$ cat src/rtl/decimal_text_to_q8_8_converter_core_assert.svh
// ----------------------------------------------------------------------------
// Assertion macros for the decimal text to Q7.8 converter
// Concurrent checks, compiled in simulation only.
// ----------------------------------------------------------------------------
`ifndef DECIMAL_TEXT_TO_Q8_8_CONVERTER_CORE_ASSERT_SVH
`define DECIMAL_TEXT_TO_Q8_8_CONVERTER_CORE_ASSERT_SVH
`ifndef SYNTHESIS
// The consequent must hold in the same cycle as the antecedent.
`define DTQ_ASSERT_SAME(LABEL, CLK, RSTN, ANTE, CONS) \
    LABEL: assert property (@(posedge CLK) disable iff (!RSTN) (ANTE) |-> (CONS)) \
        else $error("dtq check failed");
// The consequent must hold in the cycle after the antecedent.
`define DTQ_ASSERT_NEXT(LABEL, CLK, RSTN, ANTE, CONS) \
    LABEL: assert property (@(posedge CLK) disable iff (!RSTN) (ANTE) |=> (CONS)) \
        else $error("dtq check failed");
`else
`define DTQ_ASSERT_SAME(LABEL, CLK, RSTN, ANTE, CONS)
`define DTQ_ASSERT_NEXT(LABEL, CLK, RSTN, ANTE, CONS)
`endif
`endif

$ cat src/rtl/dtq_pkg.sv
// ----------------------------------------------------------------------------
// dtq_pkg
// Shared types, codes and defaults of the decimal text converter.
// ----------------------------------------------------------------------------
`timescale 1ns / 1ps

package dtq_pkg;

    localparam int FRAC_BITS_DEF       = 8;
    localparam int INT_BITS_DEF        = 7;
    localparam int MAX_FRAC_DIGITS_DEF = 5;
    localparam int MAX_CHARS_DEF       = 15;
    localparam int QUEUE_DEPTH         = 2;

    localparam logic [7:0] CHAR_PLUS  = 8'd43;
    localparam logic [7:0] CHAR_MINUS = 8'd45;
    localparam logic [7:0] CHAR_POINT = 8'd46;
    localparam logic [7:0] CHAR_ZERO  = 8'd48;
    localparam logic [7:0] CHAR_NINE  = 8'd57;

    typedef enum logic [1:0] {
        PH_START,
        PH_INT,
        PH_FRAC
    } dtq_phase_t;

    typedef enum logic [1:0] {
        ST_OK      = 2'd0,
        ST_BADCHAR = 2'd1,
        ST_RANGE   = 2'd2
    } dtq_status_t;

    typedef enum logic [1:0] {
        BK_IDLE,
        BK_DIV,
        BK_DONE
    } dtq_back_state_t;

    // Per-job flags carried from the front to the back.
    typedef struct packed {
        logic        sign;
        dtq_status_t status;
    } dtq_flags_t;

endpackage

$ cat src/rtl/dtq_char_if.sv
// ----------------------------------------------------------------------------
// dtq_char_if
// Character channel: one ASCII character or an end marker per beat.
// ----------------------------------------------------------------------------
`timescale 1ns / 1ps

interface dtq_char_if;
    logic       valid;
    logic       ready;
    logic [7:0] char_code;
    logic       end_of_text;

    modport source (output valid, output char_code, output end_of_text, input ready);
    modport sink (input valid, input char_code, input end_of_text, output ready);
endinterface

$ cat src/rtl/dtq_result_if.sv
// ----------------------------------------------------------------------------
// dtq_result_if
// Result channel: one sign-magnitude fixed-point word and a status per beat.
// ----------------------------------------------------------------------------
`timescale 1ns / 1ps

interface dtq_result_if #(
    parameter int WORD_W = 16
);
    logic              valid;
    logic              ready;
    logic [WORD_W-1:0] fixed_value;
    logic [1:0]        status;

    modport source (output valid, output fixed_value, output status, input ready);
    modport sink (input valid, input fixed_value, input status, output ready);
endinterface

$ cat src/rtl/dtq_queue.sv
// ----------------------------------------------------------------------------
// dtq_queue
// Small register FIFO that decouples the parser from the scaling unit.
// ----------------------------------------------------------------------------
`timescale 1ns / 1ps

module dtq_queue #(
    parameter int W     = 8,
    parameter int DEPTH = 2
) (
    input  logic         clk,
    input  logic         rst_n,
    input  logic         push,
    input  logic [W-1:0] din,
    input  logic         pop,
    output logic [W-1:0] dout,
    output logic         full,
    output logic         empty
);
    localparam int PTR_W = (DEPTH > 1) ? $clog2(DEPTH) : 1;
    localparam int CNT_W = $clog2(DEPTH + 1);
    localparam logic [PTR_W-1:0] LAST = PTR_W'(DEPTH - 1);

    logic [W-1:0]     mem_reg [DEPTH];
    logic [PTR_W-1:0] wr_ptr_reg;
    logic [PTR_W-1:0] rd_ptr_reg;
    logic [CNT_W-1:0] cnt_reg;
    logic             do_push;
    logic             do_pop;

    assign full    = (cnt_reg == CNT_W'(DEPTH));
    assign empty   = (cnt_reg == '0);
    assign do_push = push && !full;
    assign do_pop  = pop && !empty;
    assign dout    = mem_reg[rd_ptr_reg];

    always_ff @(posedge clk or negedge rst_n)
    begin
        if (!rst_n)
        begin
            wr_ptr_reg <= '0;
            rd_ptr_reg <= '0;
            cnt_reg    <= '0;
        end
        else
        begin
            if (do_push)
            begin
                wr_ptr_reg <= (wr_ptr_reg == LAST) ? '0 : wr_ptr_reg + 1'b1;
            end
            if (do_pop)
            begin
                rd_ptr_reg <= (rd_ptr_reg == LAST) ? '0 : rd_ptr_reg + 1'b1;
            end
            if (do_push && !do_pop)
            begin
                cnt_reg <= cnt_reg + 1'b1;
            end
            else if (do_pop && !do_push)
            begin
                cnt_reg <= cnt_reg - 1'b1;
            end
        end
    end

    always_ff @(posedge clk)
    begin
        if (do_push)
        begin
            mem_reg[wr_ptr_reg] <= din;
        end
    end
endmodule

$ cat src/rtl/dtq_front.sv
// ----------------------------------------------------------------------------
// dtq_front
// Character parser: classifies each character and builds one job per text.
// ----------------------------------------------------------------------------
`timescale 1ns / 1ps
`include "decimal_text_to_q8_8_converter_core_assert.svh"

module dtq_front #(
    parameter int INT_BITS        = 7,
    parameter int MAX_FRAC_DIGITS = 5,
    parameter int MAX_CHARS       = 15,
    parameter int POW_W           = 17
) (
    input  logic                clk,
    input  logic                rst_n,
    dtq_char_if.sink            chars,
    input  logic                full,
    output logic                push,
    output dtq_pkg::dtq_flags_t job_flags,
    output logic [INT_BITS-1:0] job_int,
    output logic [POW_W-1:0]    job_acc,
    output logic [POW_W-1:0]    job_pow
);
    import dtq_pkg::*;

    localparam int FC_W = $clog2(MAX_FRAC_DIGITS + 1);
    localparam int CC_W = $clog2(MAX_CHARS + 1);
    localparam int IW   = INT_BITS + 5;
    localparam logic [INT_BITS:0] INT_LIMIT = {1'b1, {INT_BITS{1'b0}}};

    dtq_phase_t        phase_reg, phase_next;
    logic              sign_reg, sign_next;
    logic [INT_BITS:0] int_reg, int_next;
    logic [POW_W-1:0]  acc_reg, acc_next;
    logic [POW_W-1:0]  pow_reg, pow_next;
    logic [FC_W-1:0]   fcnt_reg, fcnt_next;
    dtq_status_t       err_reg, err_next;
    logic [CC_W-1:0]   cc_reg, cc_next;

    logic              accept;
    logic              is_end;
    logic              take;
    logic              ignore;
    logic              is_digit;
    logic [3:0]        digit;
    logic [IW-1:0]     int_wide;
    logic [INT_BITS:0] int_digit;

    assign chars.ready = !full;
    assign accept      = chars.valid && chars.ready;
    assign is_end      = accept && chars.end_of_text;
    assign take        = accept && !chars.end_of_text;
    assign is_digit    = chars.char_code inside {[CHAR_ZERO:CHAR_NINE]};
    assign digit       = chars.char_code[3:0];

    // Integer accumulator times ten plus the digit, saturating just above range.
    assign int_wide  = (IW'(int_reg) << 3) + (IW'(int_reg) << 1) + IW'(digit);
    assign int_digit = (int_wide > IW'(INT_LIMIT)) ? INT_LIMIT : int_wide[INT_BITS:0];

    assign ignore = (err_reg != ST_OK) || (cc_reg >= CC_W'(MAX_CHARS))
                 || ((phase_reg == PH_FRAC) && (fcnt_reg >= FC_W'(MAX_FRAC_DIGITS)));

    always_comb
    begin
        job_flags.sign = sign_reg;
        if (err_reg != ST_OK)
        begin
            job_flags.status = err_reg;
        end
        else if (phase_reg == PH_START)
        begin
            job_flags.status = ST_BADCHAR;
        end
        else if ((phase_reg == PH_INT) && int_reg[INT_BITS])
        begin
            job_flags.status = ST_RANGE;
        end
        else
        begin
            job_flags.status = ST_OK;
        end
        job_int = int_reg[INT_BITS-1:0];
        job_acc = acc_reg;
        job_pow = pow_reg;
    end

    always_comb
    begin
        phase_next = phase_reg;
        sign_next  = sign_reg;
        int_next   = int_reg;
        acc_next   = acc_reg;
        pow_next   = pow_reg;
        fcnt_next  = fcnt_reg;
        err_next   = err_reg;
        cc_next    = cc_reg;
        push       = 1'b0;
        if (is_end)
        begin
            push       = 1'b1;
            phase_next = PH_START;
            sign_next  = 1'b0;
            int_next   = '0;
            acc_next   = '0;
            pow_next   = POW_W'(1);
            fcnt_next  = '0;
            err_next   = ST_OK;
            cc_next    = '0;
        end
        else if (take && !ignore)
        begin
            cc_next = cc_reg + 1'b1;
            case (phase_reg)
                PH_START:
                begin
                    if (chars.char_code == CHAR_PLUS)
                    begin
                        phase_next = PH_INT;
                    end
                    else if (chars.char_code == CHAR_MINUS)
                    begin
                        sign_next  = 1'b1;
                        phase_next = PH_INT;
                    end
                    else if (is_digit)
                    begin
                        int_next   = int_digit;
                        phase_next = PH_INT;
                    end
                    else
                    begin
                        err_next = ST_BADCHAR;
                    end
                end
                PH_INT:
                begin
                    if (is_digit)
                    begin
                        int_next = int_digit;
                    end
                    else if (chars.char_code == CHAR_POINT)
                    begin
                        if (int_reg[INT_BITS])
                        begin
                            err_next = ST_RANGE;
                        end
                        phase_next = PH_FRAC;
                    end
                    else
                    begin
                        err_next = ST_BADCHAR;
                    end
                end
                PH_FRAC:
                begin
                    if (is_digit)
                    begin
                        acc_next  = (acc_reg << 3) + (acc_reg << 1) + POW_W'(digit);
                        pow_next  = (pow_reg << 3) + (pow_reg << 1);
                        fcnt_next = fcnt_reg + 1'b1;
                    end
                    else
                    begin
                        err_next = ST_BADCHAR;
                    end
                end
                default:
                begin
                    phase_next = PH_START;
                end
            endcase
        end
    end

    always_ff @(posedge clk or negedge rst_n)
    begin
        if (!rst_n)
        begin
            phase_reg <= PH_START;
            sign_reg  <= 1'b0;
            int_reg   <= '0;
            acc_reg   <= '0;
            pow_reg   <= POW_W'(1);
            fcnt_reg  <= '0;
            err_reg   <= ST_OK;
            cc_reg    <= '0;
        end
        else
        begin
            phase_reg <= phase_next;
            sign_reg  <= sign_next;
            int_reg   <= int_next;
            acc_reg   <= acc_next;
            pow_reg   <= pow_next;
            fcnt_reg  <= fcnt_next;
            err_reg   <= err_next;
            cc_reg    <= cc_next;
        end
    end

    `DTQ_ASSERT_SAME(a_char_count_bound, clk, rst_n, 1'b1, cc_reg <= CC_W'(MAX_CHARS))
    `DTQ_ASSERT_SAME(a_frac_acc_below_pow, clk, rst_n, 1'b1, acc_reg < pow_reg)
    `DTQ_ASSERT_NEXT(a_error_sticky, clk, rst_n, (err_reg != ST_OK) && !is_end, err_reg == $past(err_reg))
endmodule

$ cat src/rtl/dtq_back.sv
// ----------------------------------------------------------------------------
// dtq_back
// Scaling unit: divides the fraction digits into binary, one bit per cycle.
// ----------------------------------------------------------------------------
`timescale 1ns / 1ps
`include "decimal_text_to_q8_8_converter_core_assert.svh"

module dtq_back #(
    parameter int INT_BITS  = 7,
    parameter int FRAC_BITS = 8,
    parameter int POW_W     = 17
) (
    input  logic                clk,
    input  logic                rst_n,
    input  logic                job_valid,
    output logic                pop,
    input  dtq_pkg::dtq_flags_t job_flags,
    input  logic [INT_BITS-1:0] job_int,
    input  logic [POW_W-1:0]    job_acc,
    input  logic [POW_W-1:0]    job_pow,
    dtq_result_if.source        result
);
    import dtq_pkg::*;

    localparam int WORD_W = 1 + INT_BITS + FRAC_BITS;
    localparam int BC_W   = $clog2(FRAC_BITS + 1);

    dtq_back_state_t      state_reg, state_next;
    logic                 out_valid_reg, out_valid_next;
    logic                 out_load;

    logic [POW_W:0]       rem_reg, rem_next;
    logic [POW_W-1:0]     pow_reg, pow_next;
    logic [FRAC_BITS-1:0] quo_reg, quo_next;
    logic [BC_W-1:0]      bit_reg, bit_next;
    dtq_flags_t           flags_reg, flags_next;
    logic [INT_BITS-1:0]  int_reg, int_next;
    logic [WORD_W-1:0]    word_reg;
    logic [1:0]           status_reg;

    logic [POW_W:0]       trial;
    logic                 ge;

    assign trial = {rem_reg[POW_W-1:0], 1'b0};
    assign ge    = (trial >= {1'b0, pow_reg});

    always_comb
    begin
        state_next = state_reg;
        rem_next   = rem_reg;
        pow_next   = pow_reg;
        quo_next   = quo_reg;
        bit_next   = bit_reg;
        flags_next = flags_reg;
        int_next   = int_reg;
        pop        = 1'b0;
        out_load   = 1'b0;
        case (state_reg)
            BK_IDLE:
            begin
                if (job_valid)
                begin
                    pop        = 1'b1;
                    rem_next   = {1'b0, job_acc};
                    pow_next   = job_pow;
                    quo_next   = '0;
                    bit_next   = '0;
                    flags_next = job_flags;
                    int_next   = job_int;
                    state_next = BK_DIV;
                end
            end
            BK_DIV:
            begin
                rem_next = ge ? (trial - {1'b0, pow_reg}) : trial;
                quo_next = (quo_reg << 1) | FRAC_BITS'(ge);
                bit_next = bit_reg + 1'b1;
                if (bit_reg == BC_W'(FRAC_BITS - 1))
                begin
                    state_next = BK_DONE;
                end
            end
            BK_DONE:
            begin
                if (!out_valid_reg || result.ready)
                begin
                    out_load   = 1'b1;
                    state_next = BK_IDLE;
                end
            end
            default:
            begin
                state_next = BK_IDLE;
            end
        endcase
    end

    always_comb
    begin
        if (out_load)
        begin
            out_valid_next = 1'b1;
        end
        else if (result.ready)
        begin
            out_valid_next = 1'b0;
        end
        else
        begin
            out_valid_next = out_valid_reg;
        end
    end

    always_ff @(posedge clk or negedge rst_n)
    begin
        if (!rst_n)
        begin
            state_reg     <= BK_IDLE;
            out_valid_reg <= 1'b0;
        end
        else
        begin
            state_reg     <= state_next;
            out_valid_reg <= out_valid_next;
        end
    end

    always_ff @(posedge clk)
    begin
        rem_reg   <= rem_next;
        pow_reg   <= pow_next;
        quo_reg   <= quo_next;
        bit_reg   <= bit_next;
        flags_reg <= flags_next;
        int_reg   <= int_next;
        if (out_load)
        begin
            status_reg <= flags_reg.status;
            if (flags_reg.status == ST_OK)
            begin
                word_reg <= {flags_reg.sign, int_reg, quo_reg};
            end
            else
            begin
                word_reg <= '0;
            end
        end
    end

    assign result.valid       = out_valid_reg;
    assign result.fixed_value = word_reg;
    assign result.status      = status_reg;

    `DTQ_ASSERT_SAME(a_rem_below_divisor, clk, rst_n, state_reg == BK_DIV, rem_reg < {1'b0, pow_reg})
    `DTQ_ASSERT_NEXT(a_pop_starts_divide, clk, rst_n, pop, state_reg == BK_DIV)
    `DTQ_ASSERT_SAME(a_error_word_zero, clk, rst_n, out_valid_reg && (status_reg != ST_OK), word_reg == '0)
endmodule

$ cat src/rtl/decimal_text_to_q8_8_converter_core.sv
// ----------------------------------------------------------------------------
// decimal_text_to_q8_8_converter_core: decimal text to sign-magnitude Q7.8
// Throughput: one beat per cycle while the two-entry job queue has room; the
// back end holds one text at a time, through the bit-serial scaling divider,
// and pops the next job only after the result of the last one is loaded.
// Reset (rst_n, asynchronous) clears the parser, the queue and the result stage.
// ----------------------------------------------------------------------------
`timescale 1ns / 1ps

// The front end parses one character per beat. It tracks the sign, a
// saturating integer accumulator, the fraction digits as an integer together
// with the matching power of ten, and the first error seen. On the end marker
// it pushes a job with those values and its final status into a short queue,
// and clears itself for the next text in the same cycle.
//
// The back end pops a job and turns the decimal fraction into binary by a
// restoring division of fraction * 2^FRAC_BITS by the power of ten, one
// quotient bit per cycle. The fraction is always below the power of ten, so
// the quotient fits in FRAC_BITS bits and the remainder never grows beyond
// one bit over the divisor. A job with a bad status still runs through the
// divider, but its result word is forced to zero.
//
// The result sits in an output register, so the back end can finish the next
// job while a result waits to be taken, and the front end keeps parsing while
// the back end is busy.
module decimal_text_to_q8_8_converter_core #(
    parameter int FRAC_BITS       = dtq_pkg::FRAC_BITS_DEF,
    parameter int INT_BITS        = dtq_pkg::INT_BITS_DEF,
    parameter int MAX_FRAC_DIGITS = dtq_pkg::MAX_FRAC_DIGITS_DEF,
    parameter int MAX_CHARS       = dtq_pkg::MAX_CHARS_DEF
) (
    input  logic         clk,
    input  logic         rst_n,
    dtq_char_if.sink     chars,
    dtq_result_if.source result
);
    import dtq_pkg::*;

    // Width of the fraction accumulator and of the power of ten: both stay
    // at or below 10^MAX_FRAC_DIGITS.
    localparam int POW_W   = $clog2((10 ** MAX_FRAC_DIGITS) + 1);
    localparam int FLAGS_W = $bits(dtq_flags_t);
    localparam int JOB_W   = FLAGS_W + INT_BITS + 2 * POW_W;

    logic                push;
    logic                pop;
    logic                q_full;
    logic                q_empty;
    logic [JOB_W-1:0]    q_din;
    logic [JOB_W-1:0]    q_dout;

    dtq_flags_t          f_flags;
    logic [INT_BITS-1:0] f_int;
    logic [POW_W-1:0]    f_acc;
    logic [POW_W-1:0]    f_pow;

    dtq_flags_t          b_flags;
    logic [INT_BITS-1:0] b_int;
    logic [POW_W-1:0]    b_acc;
    logic [POW_W-1:0]    b_pow;

    dtq_front #(
        .INT_BITS        (INT_BITS),
        .MAX_FRAC_DIGITS (MAX_FRAC_DIGITS),
        .MAX_CHARS       (MAX_CHARS),
        .POW_W           (POW_W)
    ) u_front (
        .clk       (clk),
        .rst_n     (rst_n),
        .chars     (chars),
        .full      (q_full),
        .push      (push),
        .job_flags (f_flags),
        .job_int   (f_int),
        .job_acc   (f_acc),
        .job_pow   (f_pow)
    );

    assign q_din = {f_flags, f_int, f_acc, f_pow};

    dtq_queue #(
        .W     (JOB_W),
        .DEPTH (QUEUE_DEPTH)
    ) u_queue (
        .clk   (clk),
        .rst_n (rst_n),
        .push  (push),
        .din   (q_din),
        .pop   (pop),
        .dout  (q_dout),
        .full  (q_full),
        .empty (q_empty)
    );

    // Unpack the job in the same field order as it was packed.
    assign b_flags = dtq_flags_t'(q_dout[JOB_W-1 -: FLAGS_W]);
    assign b_int   = q_dout[2*POW_W +: INT_BITS];
    assign b_acc   = q_dout[POW_W +: POW_W];
    assign b_pow   = q_dout[POW_W-1:0];

    dtq_back #(
        .INT_BITS  (INT_BITS),
        .FRAC_BITS (FRAC_BITS),
        .POW_W     (POW_W)
    ) u_back (
        .clk       (clk),
        .rst_n     (rst_n),
        .job_valid (!q_empty),
        .pop       (pop),
        .job_flags (b_flags),
        .job_int   (b_int),
        .job_acc   (b_acc),
        .job_pow   (b_pow),
        .result    (result)
    );
endmodule
$ cat src/flat_wrapper.sv
// flat-port wrapper written by rule: the top's interface ports become plain ports
module decimal_text_to_q8_8_converter_core_flat import dtq_pkg::*;
#(
    parameter int FRAC_BITS       = dtq_pkg::FRAC_BITS_DEF,
    parameter int INT_BITS        = dtq_pkg::INT_BITS_DEF,
    parameter int MAX_FRAC_DIGITS = dtq_pkg::MAX_FRAC_DIGITS_DEF,
    parameter int MAX_CHARS       = dtq_pkg::MAX_CHARS_DEF
)
  (clk, rst_n, chars_valid, chars_char_code, chars_end_of_text, chars_ready, result_valid, result_fixed_value, result_status, result_ready);
  dtq_char_if chars_i ();
  dtq_result_if result_i ();
  input  logic clk;
  input  logic rst_n;
  input wire logic [$bits(chars_i.valid)-1:0] chars_valid;
  input wire logic [$bits(chars_i.char_code)-1:0] chars_char_code;
  input wire logic [$bits(chars_i.end_of_text)-1:0] chars_end_of_text;
  output wire logic [$bits(chars_i.ready)-1:0] chars_ready;
  output wire logic [$bits(result_i.valid)-1:0] result_valid;
  output wire logic [$bits(result_i.fixed_value)-1:0] result_fixed_value;
  output wire logic [$bits(result_i.status)-1:0] result_status;
  input wire logic [$bits(result_i.ready)-1:0] result_ready;
  assign chars_i.valid = chars_valid;
  assign chars_i.char_code = chars_char_code;
  assign chars_i.end_of_text = chars_end_of_text;
  assign chars_ready = chars_i.ready;
  assign result_valid = result_i.valid;
  assign result_fixed_value = result_i.fixed_value;
  assign result_status = result_i.status;
  assign result_i.ready = result_ready;
  decimal_text_to_q8_8_converter_core #(.FRAC_BITS(FRAC_BITS), .INT_BITS(INT_BITS), .MAX_FRAC_DIGITS(MAX_FRAC_DIGITS), .MAX_CHARS(MAX_CHARS)) u_core (.clk(clk), .rst_n(rst_n), .chars(chars_i), .result(result_i));
endmodule
$ cat config.mk
export PLATFORM = sky130hd
export DESIGN_NAME = decimal_text_to_q8_8_converter_core_flat
export DESIGN_NICKNAME = d
export VERILOG_FILES = /design/src/rtl/dtq_pkg.sv /design/src/rtl/dtq_char_if.sv /design/src/rtl/dtq_result_if.sv /design/src/rtl/dtq_queue.sv /design/src/rtl/dtq_front.sv /design/src/rtl/dtq_back.sv /design/src/rtl/decimal_text_to_q8_8_converter_core.sv /design/src/flat_wrapper.sv
export VERILOG_INCLUDE_DIRS = /design/src /design/src/rtl
export SDC_FILE = /design/constraint.sdc
export NUM_CORES = 1
export LEC_CHECK = 0
export BUFFER_PORTS_ARGS = -buffer_cell sky130_fd_sc_hd__buf_4
export CORE_MARGIN = 4
export CORE_UTILIZATION = 43
export DETAILED_ROUTE_END_ITERATION = 10
export PLACE_DENSITY = 0.68
export SYNTH_ARGS = -nofsm -noshare
export SYNTH_HDL_FRONTEND = slang
export SYNTH_SLANG_ARGS = --single-unit
$ cat constraint.sdc
create_clock -name clk -period 8.04 [get_ports clk]
set_input_delay 0.804 -clock clk [delete_from_list [all_inputs] [get_ports clk]]
set_output_delay 0.804 -clock clk [all_outputs]
set_load 0.1 [all_outputs]
Word level (Yosys, flattened, before mapping) --
Memories as Yosys holds them, arrays and structs flattened. Cells that the tools add are included.
Storage, ports and cells: bits in latches 0, output and inout bits 20, memories 1, bits in writable memories 88, register bits 135, logic and storage cells 178, ROM bits 0
Memory list:
- u_core.u_queue.mem_reg | depth 2, width 44, rd ports 1, clocked after memory_dff 0, wr ports 1, RTL line dtq_queue.sv:24 | logic [W-1:0] mem_reg [DEPTH];
Cells by class: add/subtract/negate cells 13, order comparisons 6, reduce and logical (&&, ||, !) cells 44, $mul 0, div/mod/pow operators 0, eq/ne operators 20, bitwise logic cells 2, shift-type cells 0, mux-type cells 70
Operator list (count):
- $mux W17 | 10
- $mux W8 | 7
- $mux W2 | 23
- $add A17 B17 Y17 | 2
- $pmux W17 S2 | 1
- $pmux W8 S2 | 2
- $eq A8 B6 Y1 const B | 3
- $ge A18 B17 Y1 | 1
- $pmux W2 S3 | 3
- $reduce_bool A2 Y1 | 9
- $add A17 B4 Y17 | 1
- $sub A17 B17 Y17 | 1
- $mux W1 | 16
- $add A11 B9 Y12 | 1
- $add A12 B4 Y12 | 1
- $gt A12 B8 Y1 const B | 1
- $mux W3 | 4
- $mux W4 | 3
- $logic_and A1 B1 Y1 | 11
- $ne A2 B2 Y1 const B | 5
- $ne A3 B3 Y1 const B | 3
- $add A4 B1 Y4 const B | 2
- $ge A8 B6 Y1 const B | 1
- $le A8 B6 Y1 const B | 1
- other kinds (25) | 43

Logic depth before layout (Yosys ltp) --
word-level depth 10, gate-level depth with buffers 12, mapped depth without buffers 11

By module --
A second synthesis with hierarchy kept.
Second synthesis, totals: cells, all modules 999, area total of the unflattened synthesis 11891.4 µm²
Modules (own cells, without submodules):
- dtq_front | instances 1, cells each 489, seq. area each 1352.5 µm², area each 4296.6 µm²
- dtq_back | instances 1, cells each 353, seq. area each 2297.2 µm², area each 4018.9 µm²
- dtq_queue | instances 1, cells each 156, seq. area each 2742.6 µm², area each 3572.2 µm²
- decimal_text_to_q8_8_converter_core | instances 1, cells each 1, seq. area each 0.0 µm², area each 3.8 µm²

Worst setup path after synthesis --
OpenSTA, ideal clock, no wires.
path kind reg2reg, start register u_core.u_queue.cnt_reg[0], end memory u_core.u_queue.mem_reg[0][0] (netlist name), enable pin, stages on the path, launching flop included 5, clock period less this slack 4.085 ns, slack 3.955 ns, library setup time 0.446 ns, arrival 3.640 ns, cells stage by stage dfrtp_1 > nand2b_1 > nand3_1 > clkbuf_1 > nor2_1
Between the ends: cells in the longest elaborated chain, start to end 8
RTL lines:
- from (decl) | RTL line dtq_queue.sv:27 | logic [CNT_W-1:0] cnt_reg;
- from (signal assigned) | RTL line dtq_queue.sv:57 | cnt_reg <= cnt_reg + 1'b1;
- from (signal assigned) | RTL line dtq_queue.sv:61 | cnt_reg <= cnt_reg - 1'b1;
- $eq A2 B2 Y1 * | RTL line dtq_queue.sv:31 | assign full = (cnt_reg == CNT_W'(DEPTH));
- $logic_not A1 Y1 * | RTL line dtq_front.sv:49 | assign chars.ready = !full;
- via chars_ready | RTL line flat_wrapper.sv:17 | output wire logic [$bits(chars_i.ready)-1:0] chars_ready;
- $logic_and A1 B1 Y1 | RTL line dtq_front.sv:50 | assign accept = chars.valid && chars.ready;
- $logic_and A1 B1 Y1 | RTL line dtq_front.sv:51 | assign is_end = accept && chars.end_of_text;
- $mux W1 | RTL line dtq_front.sv:98 | if (is_end)
- $logic_and A1 B1 Y1 * | RTL line dtq_queue.sv:33 | assign do_push = push && !full;
- $mux W1 * | RTL line dtq_queue.sv:68 | if (do_push)
- $mux W1 (implied by the code) * | RTL line dtq_queue.sv:70 | mem_reg[wr_ptr_reg] <= din;
- to (decl) | RTL line dtq_queue.sv:24
The timed path passes the listed nets; every way through them passes the cells marked *.

Worst setup path in the final report --
start register u_core.u_front.cc_reg[0], end register u_core.u_front.acc_reg[10] (netlist: u_core.u_front.job_acc[10])
Between the ends: cells in the longest elaborated chain, start to end 7
RTL lines:
- from (decl) | RTL line dtq_front.sv:38 | logic [CC_W-1:0] cc_reg, cc_next;
- from (signal assigned) | RTL line dtq_front.sv:197 | cc_reg <= cc_next;
- $ge A4 B4 Y1 | RTL line dtq_front.sv:60 | assign ignore = (err_reg != ST_OK) || (cc_reg >= CC_W'(MAX_CHARS))
- $logic_or A1 B1 Y1 | RTL line dtq_front.sv:60
- $logic_or A1 B1 Y1 | RTL line dtq_front.sv:61 | || ((phase_reg == PH_FRAC) && (fcnt_reg >= FC_W'(MAX_FRAC_DIGITS)));
- $logic_not A1 Y1 | RTL line dtq_front.sv:110 | else if (take && !ignore)
- $logic_and A1 B1 Y1 | RTL line dtq_front.sv:110
- $reduce_bool A2 Y1 (no source line)
- $reduce_and A3 Y1 (no source line)
- to (signal assigned) | RTL line dtq_front.sv:193 | acc_reg <= acc_next;
- to (decl) | RTL line dtq_front.sv:34 | logic [POW_W-1:0] acc_reg, acc_next;
No other way between the ends. A chain may end at the register's enable or synchronous reset.

==> results.sh <==
export IMPL_outcome="finished, final reports clean"
export IMPL_portBuffers=32
export IMPL_syn_area_per_cell_sq_um=12.0
export IMPL_cts_sinks=223
export IMPL_report_final_slew_viol_count=0
export IMPL_start_kind="flip-flop"
export IMPL_drt_initial_drc_count=497
export IMPL_relSlewSlack=0.256
export IMPL_clockBufferDepth=3
export IMPL_comb_power_share=0.309
export IMPL_drive_above_1_share=0.127
export IMPL_dieArea_sq_um=29100
export IMPL_switching_power_uw=1250
export IMPL_pwr_share_clk=0.280
export IMPL_tritoncts="built"
export IMPL_synth_area_leader_cell="edfxtp_1"
export IMPL_cp_end_kind="flip-flop"
export IMPL_startpoint="u_core.u_front.cc_reg[0]"
export IMPL_fillerInstances=2262
export IMPL_ys_types=68
export IMPL_stdcell_area_sq_um=12700
export IMPL_drc_errors=0
export IMPL_routedWlPerCell_um=16.4
export IMPL_syn_inst=946
export IMPL_die_w_um=171
export IMPL_grt_pass1_wl_um=36500
export IMPL_antenna_found_initial=0
export IMPL_overflow=0
export IMPL_cp_arrival_ps=3810
export IMPL_clk_latency_ps=510
export IMPL_synth_edf_count=162
export IMPL_core_sq_um=26100
export IMPL_grt_use_total=0.152
export IMPL_globalRouteMet3Util=0.0192
export IMPL_netlist_area_sq_um=11400
export IMPL_viasPerCell=5.39
export IMPL_placedInstanceArea_sq_um=12000
export IMPL_dp_hpwl_um=14900
export IMPL_area_delta_synth_final_pct=12.2
export IMPL_synthTopCellsByCount="edfxtp_1, nand2_1, ha_1, a21oi_1, dfrtp_1"
export IMPL_numCtsBuffers=23
export IMPL_cts_hold_buffers=0
export IMPL_grt_busiest_layer="met2"
export IMPL_yosysWarningCount=0
export IMPL_crit_path_max_fanout=21
export IMPL_root_buffer="clkbuf_16"
export IMPL_clock_skew_ps=18.2
export IMPL_met1_usage=0.214
export IMPL_leakage_uw=0.00527
export IMPL_yosysMostFrequentCell="edfxtp_1"
export IMPL_finalCritPeriodShare=0.420
export IMPL_ys_seq_elements=223
export IMPL_grtUsageMet2=0.252
export IMPL_cp_required_ps=8470
export IMPL_reg2reg_from="u_core.u_front.cc_reg[0]"
export IMPL_synth_area_top_cells="edfxtp_1, dfrtp_1, ha_1, nand2_1, a21oi_1"
export IMPL_final_cells=1330
export IMPL_fin_nets=1076
export IMPL_path_clk_slew_ps=60
export IMPL_boundaryPins=33
export IMPL_crit_type="reg -> reg"
export IMPL_synth_nets=1043
export IMPL_hold_violations=0
export IMPL_async_reset_ff_frac=0.274
export IMPL_gp_congestion=0.846
export IMPL_setup_viol=0
export IMPL_antenna_cells=0
export IMPL_drv_cap=0
export IMPL_initial_core_util=0.436
export IMPL_p_seq_frac=0.411
export IMPL_cts_resized=0
export IMPL_die_y_um=171
export IMPL_power_density_nw_per_um2=308
export IMPL_rsz0062_at_grt="no"
export IMPL_synth_top_area_frac=0.428
export IMPL_wl_um=21800
export IMPL_post_cts_buffers=0
export IMPL_num_vias=7168
export IMPL_htreeDepth=1
export IMPL_hold_class="in -> async"
export IMPL_grt_pass1_vias=7132
export IMPL_clock_fmax_mhz=296
export IMPL_p_int_uw=2680
export IMPL_switching_share=0.319
export IMPL_worstMarginPinSlew_ps=1120
export IMPL_setup_tns_ps=0
export IMPL_peakVddDrop_mv=0.152
export IMPL_synth_main_ff_cell="edfxtp_1"
export IMPL_total_power_uw=3930
export IMPL_largest_register_ffs=88
export IMPL_dr_pass1_iters=7
export IMPL_rows=59
export IMPL_detail_route_antenna_nets=0
export IMPL_dp_cells=1289
export IMPL_ys_seq_area_frac=0.563
export IMPL_grt_start_max_net_pins=62
export IMPL_period_needed_ps=3380
final timing paths:
check                                            endpoint  slack, ps  cells after the start
min in group clk           u_core.u_back.result.status[1]        470                      0
max in group asynchronous       u_core.u_queue.rd_ptr_reg       7050                      1
max                            u_core.u_front.job_acc[10]       4660                      8
min reg2reg                u_core.u_back.result.status[1]        470                      0
min                             u_core.u_front.job_pow[4]        390                      1
max reg2reg                    u_core.u_front.job_acc[10]       4660                      8
metal layers:
layer  part of all wire  wire length, um  vias to the layer above
met3              0.041              901                       34
li1                   -                -                     3559
met1               0.47            10200                     3431
met5                  0                0                        -
met4              0.021              450                        0
met2               0.47            10200                      144
metrics by stage:
stage                     setup slack [ps]  hold slack (ps)   util
after floorplan                       3950              427      -
after global placement                4280              456  0.459
after detailed placement              4250              459  0.459
after CTS                             4660              418  0.489
after global routing                  4450              459  0.489
final                                 4660              393  0.489
power by group through the flow:
| stage | Clock (uW) | Sequential (uW) | Combinational (uW) |
|---|---|---|---|
| finish | 1100 | 1610 | 1210 |
| global route | 1170 | 1640 | 1360 |
| CTS | 1120 | 1620 | 1220 |
| detailed placement | 0 | 1640 | 1210 |
| global placement | 0 | 1630 | 1200 |
| floorplan | 0 | 1630 | 963 |
worst max-delay path, cell delays in order (launching register included):
cell and delay [ps]:
dfrtp_1 410, ha_1 220, a311oi_1 300, nand3_1 180
nor2b_1 720, nand3b_1 550, buf_4 390, or3_1 360
a31oi_1 160
logic make-up after synthesis:
family                     share of synthesized area
xor gates and xnor gates                      0.0386
adders and majority gates                     0.0965
buffers and inverters                         0.0259
DFF                                            0.563
and+or+nand+nor                                0.109
AOI/OAI and AO/OA                              0.123
muxes                                         0.0435
placed cells by master (no fill, tap or decap), types with 27 or more instances in the layout:
| master | netlist | final |
|---|---|---|
| a21oi_1 | 66 | 66 |
| buf_4 | 1 | 43 |
| dfrtp_1 | 60 | 59 |
| edfxtp_1 | 162 | 162 |
| ha_1 | 78 | 78 |
| inv_1 | 37 | 37 |
| mux2_2 | 27 | 27 |
| nand2_1 | 89 | 89 |
| nor2_1 | 58 | 56 |
| o21ai_0 | 29 | 29 |
| xnor2_1 | 32 | 32 |
layout make-up:
type	count	area, sq um	area share
clock buffer	25	593	0.0465
clock inverter	16	190	0.0149
inverter	37	139	0.0109
multi-input combinational	651	4690	0.368
sequential	223	6390	0.502
tap	335	419	0.0329
timing repair buffer	43	323	0.0253
Power figures use the tool's default switching activity.
